--- config.mk ---
export PLATFORM = sky130hd
export DESIGN_NAME = uart_frame_deframer_crc16
export DESIGN_NICKNAME = d
export VERILOG_FILES = /design/src/sv/ufd_pkg.sv /design/src/sv/ufd_parser.sv /design/src/sv/uart_frame_deframer_crc16.sv
export SDC_FILE = /design/constraint.sdc
export NUM_CORES = 1
export LEC_CHECK = 0
export ABC_AREA = 1
export CORE_ASPECT_RATIO = 1.5
export CORE_MARGIN = 2
export CORE_UTILIZATION = 58
export CTS_CLUSTER_SIZE = 8
export DETAILED_ROUTE_END_ITERATION = 16
export DONT_BUFFER_PORTS = 1
export PLACE_DENSITY_LB_ADDON = 0.05
export SLEW_MARGIN = 20
export SYNTH_ARGS = -nofsm -noshare
export SYNTH_HDL_FRONTEND = slang
export SYNTH_SLANG_ARGS = --single-unit
--- constraint.sdc ---
create_clock -name clk -period 3.2 [get_ports clk]
set_input_delay 0 -clock clk [delete_from_list [all_inputs] [get_ports clk]]
set_output_delay 0 -clock clk [all_outputs]
set_load 0.005 [all_outputs]
--- src/sv/ufd_pkg.sv ---
// Shared types, constants and CRC helper for the frame deframer.
package ufd_pkg;

  localparam logic [15:0] CRC_INIT = 16'hFFFF;
  localparam logic [15:0] CRC_POLY = 16'h1021;

  // Configuration register indexes (byte address / 4)
  localparam logic [1:0] REG_SOF1    = 2'd0;
  localparam logic [1:0] REG_SOF2    = 2'd1;
  localparam logic [1:0] REG_MAX_LEN = 2'd2;

  localparam logic KIND_PAYLOAD = 1'b0;
  localparam logic KIND_END     = 1'b1;

  typedef enum logic [3:0] {
    PH_SOF1    = 4'd0,
    PH_SOF2    = 4'd1,
    PH_TYPE    = 4'd2,
    PH_SEQ_H   = 4'd3,
    PH_SEQ_L   = 4'd4,
    PH_LEN_H   = 4'd5,
    PH_LEN_L   = 4'd6,
    PH_PAYLOAD = 4'd7,
    PH_CRC_H   = 4'd8,
    PH_CRC_L   = 4'd9
  } phase_t;

  typedef struct packed {
    logic [7:0]  start_byte_one;
    logic [7:0]  start_byte_two;
    logic [15:0] max_payload_length;
  } cfg_t;

  typedef struct packed {
    logic        valid;
    logic        result_kind;
    logic [7:0]  payload_byte;
    logic [15:0] payload_index;
    logic [7:0]  frame_type;
    logic [15:0] sequence_number;
    logic [15:0] payload_length;
    logic        crc_good;
  } result_t;

  typedef struct packed {
    phase_t      phase;
    logic [15:0] held_length;
  } status_t;

  // CRC-16/CCITT-FALSE, one byte, MSB first
  function automatic logic [15:0] crc16_byte(input logic [15:0] crc, input logic [7:0] b);
    logic [15:0] c;
    c = crc ^ {b, 8'h00};
    for (int k = 0; k < 8; k++) begin
      c = c[15] ? ({c[14:0], 1'b0} ^ CRC_POLY) : {c[14:0], 1'b0};
    end
    return c;
  endfunction

endpackage

--- src/sv/ufd_parser.sv ---
// Frame parser: phase machine, header capture, running CRC and result build.
module ufd_parser (
  input  logic             clk,
  input  logic             rst_n,
  input  logic             in_fire,
  input  logic [7:0]       rx_byte,
  input  ufd_pkg::cfg_t    cfg,
  output ufd_pkg::result_t res,
  output ufd_pkg::status_t status
);

  ufd_pkg::phase_t phase_r, phase_nxt;
  logic [7:0]  type_r, type_nxt;
  logic [15:0] seq_r, seq_nxt;
  logic [15:0] len_r, len_nxt;
  logic [15:0] cnt_r, cnt_nxt;
  logic [15:0] crc_r, crc_nxt;
  logic [7:0]  crc_hi_r, crc_hi_nxt;
  logic [15:0] crc_fed;
  logic [15:0] cnt_inc;
  logic [15:0] len_full;

  assign crc_fed  = ufd_pkg::crc16_byte(crc_r, rx_byte);
  assign cnt_inc  = cnt_r + 16'd1;
  assign len_full = {len_r[15:8], rx_byte};

  // next phase
  always_comb begin
    phase_nxt = phase_r;
    if (in_fire) begin
      case (phase_r)
        ufd_pkg::PH_SOF2:
          phase_nxt = (rx_byte == cfg.start_byte_two) ? ufd_pkg::PH_TYPE : ufd_pkg::PH_SOF1;
        ufd_pkg::PH_TYPE:  phase_nxt = ufd_pkg::PH_SEQ_H;
        ufd_pkg::PH_SEQ_H: phase_nxt = ufd_pkg::PH_SEQ_L;
        ufd_pkg::PH_SEQ_L: phase_nxt = ufd_pkg::PH_LEN_H;
        ufd_pkg::PH_LEN_H: phase_nxt = ufd_pkg::PH_LEN_L;
        ufd_pkg::PH_LEN_L: begin
          if (len_full > cfg.max_payload_length)
            phase_nxt = ufd_pkg::PH_SOF1;
          else if (len_full != 16'd0)
            phase_nxt = ufd_pkg::PH_PAYLOAD;
          else
            phase_nxt = ufd_pkg::PH_CRC_H;
        end
        ufd_pkg::PH_PAYLOAD: begin
          if (cnt_inc >= len_r || cnt_inc == 16'd0)
            phase_nxt = ufd_pkg::PH_CRC_H;
        end
        ufd_pkg::PH_CRC_H: phase_nxt = ufd_pkg::PH_CRC_L;
        ufd_pkg::PH_CRC_L: phase_nxt = ufd_pkg::PH_SOF1;
        default:
          phase_nxt = (rx_byte == cfg.start_byte_one) ? ufd_pkg::PH_SOF2 : ufd_pkg::PH_SOF1;
      endcase
    end
  end

  // held fields and result
  always_comb begin
    type_nxt   = type_r;
    seq_nxt    = seq_r;
    len_nxt    = len_r;
    cnt_nxt    = cnt_r;
    crc_nxt    = crc_r;
    crc_hi_nxt = crc_hi_r;
    res        = '0;
    if (in_fire) begin
      case (phase_r)
        ufd_pkg::PH_TYPE: begin
          type_nxt = rx_byte;
          crc_nxt  = ufd_pkg::crc16_byte(ufd_pkg::CRC_INIT, rx_byte);
        end
        ufd_pkg::PH_SEQ_H: begin
          seq_nxt = {rx_byte, 8'h00};
          crc_nxt = crc_fed;
        end
        ufd_pkg::PH_SEQ_L: begin
          seq_nxt = {seq_r[15:8], rx_byte};
          crc_nxt = crc_fed;
        end
        ufd_pkg::PH_LEN_H: begin
          len_nxt = {rx_byte, 8'h00};
          crc_nxt = crc_fed;
        end
        ufd_pkg::PH_LEN_L: begin
          len_nxt = len_full;
          crc_nxt = crc_fed;
          cnt_nxt = 16'd0;
        end
        ufd_pkg::PH_PAYLOAD: begin
          crc_nxt           = crc_fed;
          cnt_nxt           = cnt_inc;
          res.valid         = 1'b1;
          res.result_kind   = ufd_pkg::KIND_PAYLOAD;
          res.payload_byte  = rx_byte;
          res.payload_index = cnt_r;
        end
        ufd_pkg::PH_CRC_H: crc_hi_nxt = rx_byte;
        ufd_pkg::PH_CRC_L: begin
          res.valid           = 1'b1;
          res.result_kind     = ufd_pkg::KIND_END;
          res.frame_type      = type_r;
          res.sequence_number = seq_r;
          res.payload_length  = len_r;
          res.crc_good        = ({crc_hi_r, rx_byte} == crc_r);
        end
        default: ;
      endcase
    end
  end

  always_ff @(posedge clk) begin
    if (!rst_n) begin
      phase_r  <= ufd_pkg::PH_SOF1;
      type_r   <= '0;
      seq_r    <= '0;
      len_r    <= '0;
      cnt_r    <= '0;
      crc_r    <= ufd_pkg::CRC_INIT;
      crc_hi_r <= '0;
    end else begin
      phase_r  <= phase_nxt;
      type_r   <= type_nxt;
      seq_r    <= seq_nxt;
      len_r    <= len_nxt;
      cnt_r    <= cnt_nxt;
      crc_r    <= crc_nxt;
      crc_hi_r <= crc_hi_nxt;
    end
  end

  assign status.phase       = phase_r;
  assign status.held_length = len_r;

endmodule

--- src/sv/uart_frame_deframer_crc16.sv ---
// Top level: stream ports, APB register file, output register and checks.
// Deframes a received byte stream (two start bytes, type, sequence, length, payload,
// CRC-16/CCITT-FALSE over type through payload) at one byte per clock. Each byte beat
// is parsed in the cycle it is accepted, and any result it causes (one per payload
// byte, one verdict at the last CRC byte) sits in the output register from the next
// cycle. in_tready drops only while that register holds a beat the sink has not
// taken. Oversized frames are dropped without a result; bad-CRC frames still get an
// end beat with crc_good low. Registers: 0x0 start byte one, 0x4 start byte two,
// 0x8 max payload length; write them only while the link is idle.
module uart_frame_deframer_crc16 (
  input  logic        clk,
  input  logic        rst_n,
  input  logic        in_tvalid,
  output logic        in_tready,
  input  logic [7:0]  in_tdata,   // [7:0] rx_byte
  output logic        out_tvalid,
  input  logic        out_tready,
  // [7:0] payload_byte, [23:8] payload_index, [31:24] frame_type,
  // [47:32] sequence_number, [63:48] payload_length, [64] crc_good, [71:65] zero
  output logic [71:0] out_tdata,
  output logic        out_tuser,  // [0] result_kind
  input  logic        cfg_psel,
  input  logic        cfg_penable,
  input  logic        cfg_pwrite,
  input  logic [3:0]  cfg_paddr,
  input  logic [31:0] cfg_pwdata,
  output logic [31:0] cfg_prdata,
  output logic        cfg_pready
);

  ufd_pkg::cfg_t    cfg_r;
  ufd_pkg::result_t res;
  ufd_pkg::status_t status;
  logic             in_fire;
  logic             cfg_wr;
  logic [1:0]       cfg_idx;
  logic             out_valid_r, out_valid_nxt;
  logic [71:0]      out_data_r;
  logic             out_kind_r;

  assign cfg_pready = 1'b1;
  assign cfg_idx    = cfg_paddr[3:2];
  assign cfg_wr     = cfg_psel && cfg_penable && cfg_pwrite && cfg_pready;

  always_ff @(posedge clk) begin
    if (!rst_n) begin
      cfg_r.start_byte_one     <= 8'hAA;
      cfg_r.start_byte_two     <= 8'h55;
      cfg_r.max_payload_length <= 16'd256;
    end else if (cfg_wr) begin
      case (cfg_idx)
        ufd_pkg::REG_SOF1:    cfg_r.start_byte_one     <= cfg_pwdata[7:0];
        ufd_pkg::REG_SOF2:    cfg_r.start_byte_two     <= cfg_pwdata[7:0];
        ufd_pkg::REG_MAX_LEN: cfg_r.max_payload_length <= cfg_pwdata[15:0];
        default: ;
      endcase
    end
  end

  always_comb begin
    case (cfg_idx)
      ufd_pkg::REG_SOF1:    cfg_prdata = {24'd0, cfg_r.start_byte_one};
      ufd_pkg::REG_SOF2:    cfg_prdata = {24'd0, cfg_r.start_byte_two};
      ufd_pkg::REG_MAX_LEN: cfg_prdata = {16'd0, cfg_r.max_payload_length};
      default:              cfg_prdata = 32'd0;
    endcase
  end

  // output register frees up in the same cycle it is drained
  assign in_tready = !out_valid_r || out_tready;
  assign in_fire   = in_tvalid && in_tready;

  ufd_parser u_parser (
    .clk     (clk),
    .rst_n   (rst_n),
    .in_fire (in_fire),
    .rx_byte (in_tdata),
    .cfg     (cfg_r),
    .res     (res),
    .status  (status)
  );

  always_comb begin
    out_valid_nxt = out_valid_r;
    if (out_valid_r && out_tready)
      out_valid_nxt = 1'b0;
    if (res.valid)
      out_valid_nxt = 1'b1;
  end

  always_ff @(posedge clk) begin
    if (!rst_n)
      out_valid_r <= 1'b0;
    else
      out_valid_r <= out_valid_nxt;
  end

  always_ff @(posedge clk) begin
    if (res.valid) begin
      out_kind_r <= res.result_kind;
      out_data_r <= {7'd0, res.crc_good, res.payload_length, res.sequence_number,
                     res.frame_type, res.payload_index, res.payload_byte};
    end
  end

  assign out_tvalid = out_valid_r;
  assign out_tdata  = out_data_r;
  assign out_tuser  = out_kind_r;

  // an end verdict always returns the parser to hunting for a start byte
  a_end_resync: assert property (@(posedge clk) disable iff (!rst_n)
    (res.valid && res.result_kind == ufd_pkg::KIND_END) |=> status.phase == ufd_pkg::PH_SOF1)
    else $error("parser did not resync after end of frame");

  // forwarded payload index stays inside the declared length
  a_index_bound: assert property (@(posedge clk) disable iff (!rst_n)
    (res.valid && res.result_kind == ufd_pkg::KIND_PAYLOAD) |->
      res.payload_index < status.held_length)
    else $error("payload index beyond frame length");

  // input stalls only behind a full, stalled output register
  a_stall_cause: assert property (@(posedge clk) disable iff (!rst_n)
    !in_tready |-> (out_valid_r && !out_tready))
    else $error("input stalled without output backpressure");

  // a result is never produced unless a beat was accepted
  a_result_needs_beat: assert property (@(posedge clk) disable iff (!rst_n)
    res.valid |-> in_fire)
    else $error("result without accepted input beat");

endmodule
# Word-level counts from Yosys, hierarchy flattened

Cells that the tools add are included.

Word-level logic and storage cells: 117
Flip-flop bits (word level): 183
Output and inout port bits: 108

Add/sub/neg operators: 1
Eq/ne operators: 15
Muxes and demuxes: 33
Order comparisons: 2
Bitwise operators: 20
Reduce and logical (&&, ||, !) cells: 30

Operators by type and width:

| cell                  | number |
|---|---|
| $mux 13               | 16 |
| $pmux 16 s2           | 4 |
| $mux 67               | 1 |
| $not 3->3             | 16 |
| $pmux 16 s3           | 1 |
| $mux 41               | 1 |
| $pmux 4 s9            | 1 |
| $mux 24               | 1 |
| $reduce_and 2->1      | 12 |
| $add 16x1->16 const B | 1 |
| $eq 16x16->1          | 1 |
| $eq 4x3->1 const B    | 4 |
| $eq 8x8->1            | 2 |
| $ge 16x16->1          | 1 |
| $gt 16x16->1          | 1 |
| $logic_not 16->1      | 1 |
| $not 16->16           | 1 |
| $reduce_bool 16->1    | 1 |
| $xor 16x16->16        | 1 |
| $mux 4                | 3 |
| $reduce_bool 2->1     | 5 |
| $eq 4x2->1 const B    | 2 |
| $eq 4x4->1 const B    | 2 |
| $reduce_and 3->1      | 2 |
| other kinds (13)      | 20 |

# Depth between registers and ports, before layout

Gate-level depths: netlist of run 1.

Depth in word-level cells: 18
Gate-level depth with buffers: 22
Gate-level depth less buffers: 21

# Cells and area by module

From an unflattened synthesis of run 1, not the netlist that was laid out.

Cells, all modules: 1,240
Area total of the unflattened synthesis: 9,515.4 µm²

By module, submodules not included:

| module                    | cells an instance | instances | area an instance (µm²) | seq. area each (µm²) |
|---|---|---|---|---|
| ufd_parser                | 900               | 1         | 5,749.3                | 1,681.6 |
| uart_frame_deframer_crc16 | 340               | 1         | 3,766.1                | 2,642.5 |

# Worst setup path after synthesis of run 1

Ideal clock, no wire load.

Kind: flip-flop to flip-flop
From: reg out_valid_r (netlist: out_tvalid)
To: reg out_data_r[0] (netlist: out_tdata[0]), enable pin
Path slack: 0.079 ns
Arrival: 2.420 ns
Clock period less this slack: 3.121 ns
Cell stages (with the launch flop): 8
Cell sequence: dfxtp_1 > nand2_1 > nand2_2 > inv_1 > buf_2 > nand2_1 > clkbuf_1 > nand2_1

Cells in the longest elaborated chain, start to end: 4

Ends and longest elaborated chain:

| what                   | line                             | source |
|---|---|---|
| start, declared        | uart_frame_deframer_crc16.sv:37  | `logic out_valid_r, out_valid_nxt;` |
| start signal, assigned | uart_frame_deframer_crc16.sv:95  | `out_valid_r <= out_valid_nxt;` |
| $logic_not 1->1        | uart_frame_deframer_crc16.sv:70  | `assign in_tready = !out_valid_r \|\| out_tready;` |
| $logic_or 1x1->1       | uart_frame_deframer_crc16.sv:70  |  |
| via in_tready          | uart_frame_deframer_crc16.sv:14  | `output logic in_tready,` |
| $logic_and 1x1->1      | uart_frame_deframer_crc16.sv:71  | `assign in_fire = in_tvalid && in_tready;` |
| $mux 67                | ufd_parser.sv:67                 | `if (in_fire) begin` |
| end signal, assigned   | uart_frame_deframer_crc16.sv:101 | `out_data_r <= {7'd0, res.crc_good, res.payload_length, res.sequence_number,` |
| end, declared          | uart_frame_deframer_crc16.sv:38  | `logic [71:0] out_data_r;` |

The timed path passes the listed nets, and every way through them passes these cells.
A chain may end at the register's enable or synchronous reset.

# Worst setup path after layout of run 1

From: reg out_valid_r (netlist: out_tvalid)
To: reg u_parser.crc_r[0]

Cells in the longest elaborated chain, start to end: 4

Ends and longest elaborated chain:

| what                       | line                            | source |
|---|---|---|
| $logic_not 1->1            | uart_frame_deframer_crc16.sv:70 |  |
| $logic_or 1x1->1           | uart_frame_deframer_crc16.sv:70 |  |
| via in_tready              | uart_frame_deframer_crc16.sv:14 |  |
| $logic_and 1x1->1          | uart_frame_deframer_crc16.sv:71 |  |
| $reduce_and 2->1 (no line) | n/a                             |  |
| end signal, assigned       | ufd_parser.sv:119               | `crc_r <= ufd_pkg::CRC_INIT;` |
| end signal, assigned       | ufd_parser.sv:127               | `crc_r <= crc_nxt;` |
| end, declared              | ufd_parser.sv:17                | `logic [15:0] crc_r, crc_nxt;` |

The timed path passes the listed nets, and every way through them passes these cells.

==> results of run 1 <==
## registers in the layout, summed over array words and instances (netlist names)
signal             cells
out_tuser              1
u_parser.seq_r        16
out_tdata             65
u_parser.crc_hi_r      8
u_parser.type_r        8
u_parser.crc_r        16
u_parser.phase_r       4
cfg_r                 32
u_parser.len_r        16
u_parser.cnt_r        16
out_tvalid             1
## per-layer routing
| layer | vias up | routed length [um] | global-route usage |
|---|---|---|---|
| met2 | 277 | 12050 | 0.5023 |
| met1 | 3558 | 9326 | 0.3261 |
| met3 | 49 | 1258 | 0.05362 |
| met4 | 0 | 552 | 0.1058 |
| met5 | - | 0 | 0 |
| li1 | 3743 | - | - |
## kinds of logic (layout without fill, tap and decap cells)
group / after synthesis / in the layout / synth area share
and+or+nand+nor: 436 / 436 / 0.1920
AOI/OAI and AO/OA: 240 / 240 / 0.1500
buffers and inverters: 224 / 225 / 0.1063
DFF: 183 / 183 / 0.4696
xor gates and xnor gates: 37 / 37 / 0.03519
adders and majority gates: 34 / 34 / 0.04620
other: 2 / 24 / 0.0008155
## worst reg2reg max path, delay by kind of cell, from the launching register on
| family | cells | cell delay (ns) |
|---|---|---|
| AO/OA/AOI/OAI | 2 | 0.51 |
| buffers and inverters | 2 | 0.89 |
| AND/OR/NAND/NOR | 5 | 0.95 |
| flip-flops | 1 | 0.33 |
## layout make-up
cell class / count / area (sq um) / share of cell area
sequential: 183 / 4324 / 0.4263
inverter: 156 / 585.6 / 0.05773
tap: 203 / 254.0 / 0.02504
clock inverter: 15 / 185.2 / 0.01826
multi-input combinational: 771 / 3991 / 0.3935
timing repair buffer: 37 / 377.9 / 0.03725
clock buffer: 17 / 425.4 / 0.04194
## metrics by stage
step | std cells | power (W) | area, sq um | util | hold slack (ns)
6_report | 1382 | 0.005080 | 10140 | 0.6492 | 0.007810
5_1_grt | 1382 | 0.005257 | 10140 | 0.6492 | 0.01683
4_1_cts | 1382 | 0.005104 | 10140 | 0.6492 | 0.0007848
3_5_place_dp | 1319 | 0.002916 | 9213 | 0.5896 | 0.08226
3_3_place_gp | 1319 | 0.002910 | 9213 | 0.5896 | 0.07911
2_1_floorplan | 1178 | 0.002883 | 9291 | - | 0.1119
## power breakdown
group	total (W)	switching, W	leakage, nW	internal (W)
combinational	0.000460	0.000298	2.09	0.000162
sequential	0.00248	0.0000392	1.62	0.00244
clock	0.00214	0.00101	0.292	0.00112
total	0.00508	0.00135	4.00	0.00373
## cells in the final DEF, fill, tap and decap left out, drive strengths merged, types with 5 or more instances in the layout
| cell type | instances |
|---|---|
| a21oi | 112 |
| xor2 | 16 |
| xnor2 | 21 |
| clkinv | 8 |
| inv | 160 |
| ha | 34 |
| dfxtp | 117 |
| o21ai | 66 |
| edfxtp | 66 |
| nor2 | 161 |
| o221ai | 6 |
| conb | 24 |
| nand2 | 223 |
| buf | 7 |
| o211ai | 18 |
| o22ai | 9 |
| dlygate4sd3 | 30 |
| nor3 | 5 |
| nand3 | 32 |
| clkbuf | 17 |
| a211oi | 16 |
| nand4 | 9 |
## path summary, 6_finish.rpt
check | start | to | slack [ns] | cells after the start
worst max-delay path | out_tvalid | u_parser.crc_r[0] | 0.41 | 9
worst min register to register | u_parser.type_r[5] | u_parser.type_r[5] | 0.45 | 2
worst min-delay path | in_tdata[3] | out_tdata[64] | 0.008 | 5
worst max register to register | out_tvalid | u_parser.crc_r[0] | 0.41 | 9
## timing repair
item | 4_1_cts | 5_1_grt
setup buffers | 0 | 0
hold buffers | 31 | 0
setup endpoints to repair | 0 | 0
endpoints found under the hold margin | 110 | 0
==> results.json, run 1 <==
{
  "crit_fanout": 24,
  "finalHoldViolCount": 0,
  "vdd_drop_max_uv": 281.8,
  "syn_avg_cell_area_sq_um": 7.966,
  "die_y_um": 158.3,
  "cts.clk_slew.worst_paths_ns": 0.08,
  "core_area_sq_mm": 0.01563,
  "num-nets-final": 1251,
  "synth-edff-count": 66,
  "drive_above_1_share": 0.06022,
  "ant_nets": 0,
  "netlist_instances": 1156,
  "cts_htree_levels": 4,
  "crit_arrival_ns": 3.11,
  "detail_route.first_pass.iterations": 5,
  "drt-initial-drc-count": 441,
  "maxCapViolations": 0,
  "syn_area_sq_mm": 0.009209,
  "num_vias": 7627,
  "num-fill-cells": 1370,
  "worstMarginPinSlew_ns": 0.9137,
  "fmax_mhz": 358.3,
  "place_ws_ns": 0.5461,
  "setup_tns_ns": 0,
  "root_buffer": "clkbuf_16",
  "portBuffers": 0,
  "synthTopCellsByArea": "dfxtp_1 (25%), edfxtp_1 (22%), nand2_1 (8.9%)",
  "die_w_um": 106.9,
  "clk_latency_ns": 0.43,
  "layout_setup_ws_ns": 0.4093,
  "wire_per_inst_um": 16.77,
  "finalCritPeriodShare": 0.8721,
  "status": "finished clean",
  "gp_congestion": 0.8960,
  "rows": 56,
  "io-pin-count": 159,
  "worstPathCellList": "nand2_1, nand2_2, inv_1, nand2_1, o21ai_4, nand3_1, o21ai_0, nand2_1, dlygate4sd3_1",
  "wl_um": 23180,
  "antenna_found_initial": 0,
  "synth_top_area_cell": "dfxtp_1",
  "rsz0062_at_grt": "false",
  "cp_top_family": "simple AND/OR/NAND/NOR gates",
  "synth_seq_area_share": 0.4696,
  "cp-start-kind": "flop",
  "cts_buffer_depth": 2,
  "synthArstFlopShare": 0,
  "slowest_stage": "dlygate4sd3_1",
  "grt_pass1_vias": 7106,
  "yosysUniqueCellTypes": 45,
  "cts_resized": 0,
  "drc": 0,
  "cp.required_ns": 3.52,
  "clock_sinks": 183,
  "power.density_mw_per_mm2": 500.8,
  "drv_slew": 0,
  "crit_path_end_kind": "flop",
  "relSlewSlack": 0.3886,
  "leakagePower_nw": 4.001,
  "yosys.area.top_type_share": 0.2543,
  "min_period_ns": 2.791,
  "ys_warn_count": 0,
  "setup_violations": 0,
  "hp-class": "input pin to flop",
  "slowest_delay_ns": 0.55,
  "area_delta_synth_final_pct": 10.15,
  "crit_top_cell": "nand2_1",
  "finClkSkew_ns": 0.01343,
  "cts_tree": "done",
  "die_area_sq_mm": 0.01692,
  "grt_max_degree": 63,
  "ys_top_cells_by_count": "nand2_1 (218), nor2_1 (155), inv_1 (145), dfxtp_1 (117), a21oi_1 (112)",
  "start_util": 0.5894,
  "dp_hpwl_um": 15240,
  "grtUsageTotal": 0.2785,
  "grt_pass1_wl_um": 36490,
  "crit_buf_inv": 2,
  "grt_overflow": 0,
  "numCtsBuffers": 17,
  "synth-main-ff-cell": "dfxtp_1",
  "n_antenna_cell": 0,
  "vias_per_cell": 5.519,
  "path_class": "flop to flop",
  "ys_ff_latch": 183,
  "synth.most_common_cell": "nand2_1"
}
(Power assumes the default switching activity.)
==> run 2, diff against run 1 <==
==> constraint.sdc (replaced) <==
create_clock -name clk -period 3.2 [get_ports clk]
set_input_delay 0.64 -clock clk [delete_from_list [all_inputs] [get_ports clk]]
set_output_delay 0.64 -clock clk [all_outputs]
set_load 0.005 [all_outputs]
==> run 2 against run 1 <==
Effect of this change:
- core utilization fell by 1.7 points
- die area did not move
- non-clock buffer count fell by 25
- clock power rose by 2%
==> results.json, run 2 (synthesis results as in run 1) <==
{
  "crit_fanout": 7,
  "drt-initial-drc-count": 388,
  "post_cts.repair.setup_buffers": 0,
  "cts_resized": 0,
  "cp_top_family": "simple AND/OR/NAND/NOR gates",
  "io-pin-count": 159,
  "gp_congestion": 0.9021,
  "num-nets-final": 1226,
  "place_ws_ns": 0.4863,
  "clk_latency_ns": 0.44,
  "wl_um": 22030,
  "rr_startpoint": "u_parser.cnt_r[1]",
  "cts-hold-fix-buffers": 0,
  "status": "finished clean",
  "crit_top_cell": "nand2_1",
  "startpoint": "u_parser.cnt_r[1]",
  "finalCritPeriodShare": 0.8536,
  "hp-class": "input pin to flop",
  "wire_per_inst_um": 16.24,
  "portBuffers": 0,
  "vias_per_cell": 5.419,
  "grt_overflow": 0,
  "dp_hpwl_um": 15180,
  "power.density_mw_per_mm2": 512.2,
  "hold_path_startpoint": "rst_n",
  "area_delta_synth_final_pct": 7.337,
  "slowest_delay_ns": 0.42,
  "finClkSkew_ns": 0.01461,
  "leakagePower_nw": 3.913,
  "die_w_um": 106.9,
  "rows": 56,
  "num-fill-cells": 1396,
  "setup_tns_ns": 0,
  "layout_setup_ws_ns": 0.4684,
  "min_period_ns": 2.732,
  "crit_arrival_ns": 3.05,
  "die_y_um": 158.3,
  "path_class": "flop to flop",
  "vdd_drop_max_uv": 315.8,
  "drv_slew": 0,
  "core_area_sq_mm": 0.01563,
  "grt_max_degree": 63,
  "cts_buffer_depth": 2,
  "drive_above_1_share": 0.06586,
  "worstMarginPinSlew_ns": 0.7045,
  "antenna_found_initial": 0,
  "grt_pass1_wl_um": 34360,
  "cts_tree": "done",
  "crit_buf_inv": 1,
  "finalHoldViolCount": 0,
  "num_vias": 7354,
  "start_util": 0.5894,
  "rsz0062_at_grt": "false",
  "maxCapViolations": 0,
  "detail_route.first_pass.iterations": 5,
  "slowest_stage": "dfxtp_1",
  "drc": 0,
  "grt_pass1_vias": 6730,
  "crit_path_end_kind": "flop",
  "cts_htree_levels": 4,
  "final_cell_mix": "nand2_1 (217), nor2_1 (155), inv_1 (145)",
  "final_util": 0.6326,
  "cp.required_ns": 3.52,
  "grtUsageTotal": 0.2614,
  "layout_commonest_cell": "nand2_1",
  "worstPathCellList": "ha_1, nand2_1, nor2_2, nand2_1, nor2_1, nand2_1, nand2_1, inv_1, ha_1, nand2_1, o21bai_1, a21oi_1, nor2_1, nand2_1, nor2_1, nand3_2, a21oi_1, nor2_1",
  "n_antenna_cell": 0,
  "ant_nets": 0,
  "regArea_sq_mm": 0.004324,
  "clock_sinks": 183,
  "cts.clk_slew.worst_paths_ns": 0.08,
  "finalPower_w": 0.005063,
  "setup_violations": 0,
  "root_buffer": "clkbuf_16",
  "cp-start-kind": "flop",
  "relSlewSlack": 0.5272,
  "numCtsBuffers": 17,
  "largest_reg_flops": 65,
  "multi_input_area_sq_mm": 0.003991,
  "die_area_sq_mm": 0.01692,
  "fin_hold_ws_ns": 0.2913,
  "fmax_mhz": 366.1
}
==> run 2: cell count changes in the layout (fill, tap and decap cells not counted) <==
cell and change:
clkinvlp_4 -1, buf_4 +6, buf_12 -1, inv_12 +1
dlygate4sd3_1 -30, clkinv_8 +1, clkinv_4 -1
==> run 2: per-layer routing <==
| metal | GRT usage | routed length, um |
|---|---|---|
| met1 | 0.3041 | 8936 |
| met4 | 0.1119 | 773 |
| met2 | 0.4586 | 11000 |
| met3 | 0.06181 | 1323 |
| met5 | 0 | 0 |
==> run 2: where the power goes <==
| group | internal [W] | switching (W) | total [W] | leakage (nW) |
|---|---|---|---|---|
| Sequential | 0.00244 | 0.0000387 | 0.00248 | 1.62 |
| Clock | 0.00114 | 0.00105 | 0.00219 | 0.302 |
| Combinational | 0.000139 | 0.000254 | 0.000393 | 1.99 |
==> run 2: layout make-up <==
type / instances / share of cell area
tap: 203 / 0.02570
sequential: 183 / 0.4375
timing repair buffer: 12 / 0.01038
multi-input combinational: 771 / 0.4038
clock inverter: 15 / 0.02038
clock buffer: 17 / 0.04304
inverter: 156 / 0.05924
==> run 2: path summary, 6_finish.rpt <==
check                                            to  slack (ns)  depth (start not counted)
worst max-delay path            u_parser.phase_r[3]        0.47                         18
worst min register to register   u_parser.type_r[7]        0.45                          2
worst min-delay path             u_parser.crc_r[11]        0.29                          1
worst max register to register  u_parser.phase_r[3]        0.47                         18
==> run 2: per-stage QoR <==
| step | instances | cell area [sq um] |
|---|---|---|
| CTS | 1357 | 9884 |
| global route | 1357 | 9884 |
| floorplan | 1178 | 9294 |
| finish | 1357 | 9884 |
| global placement | 1325 | 9258 |
| detailed placement | 1325 | 9258 |
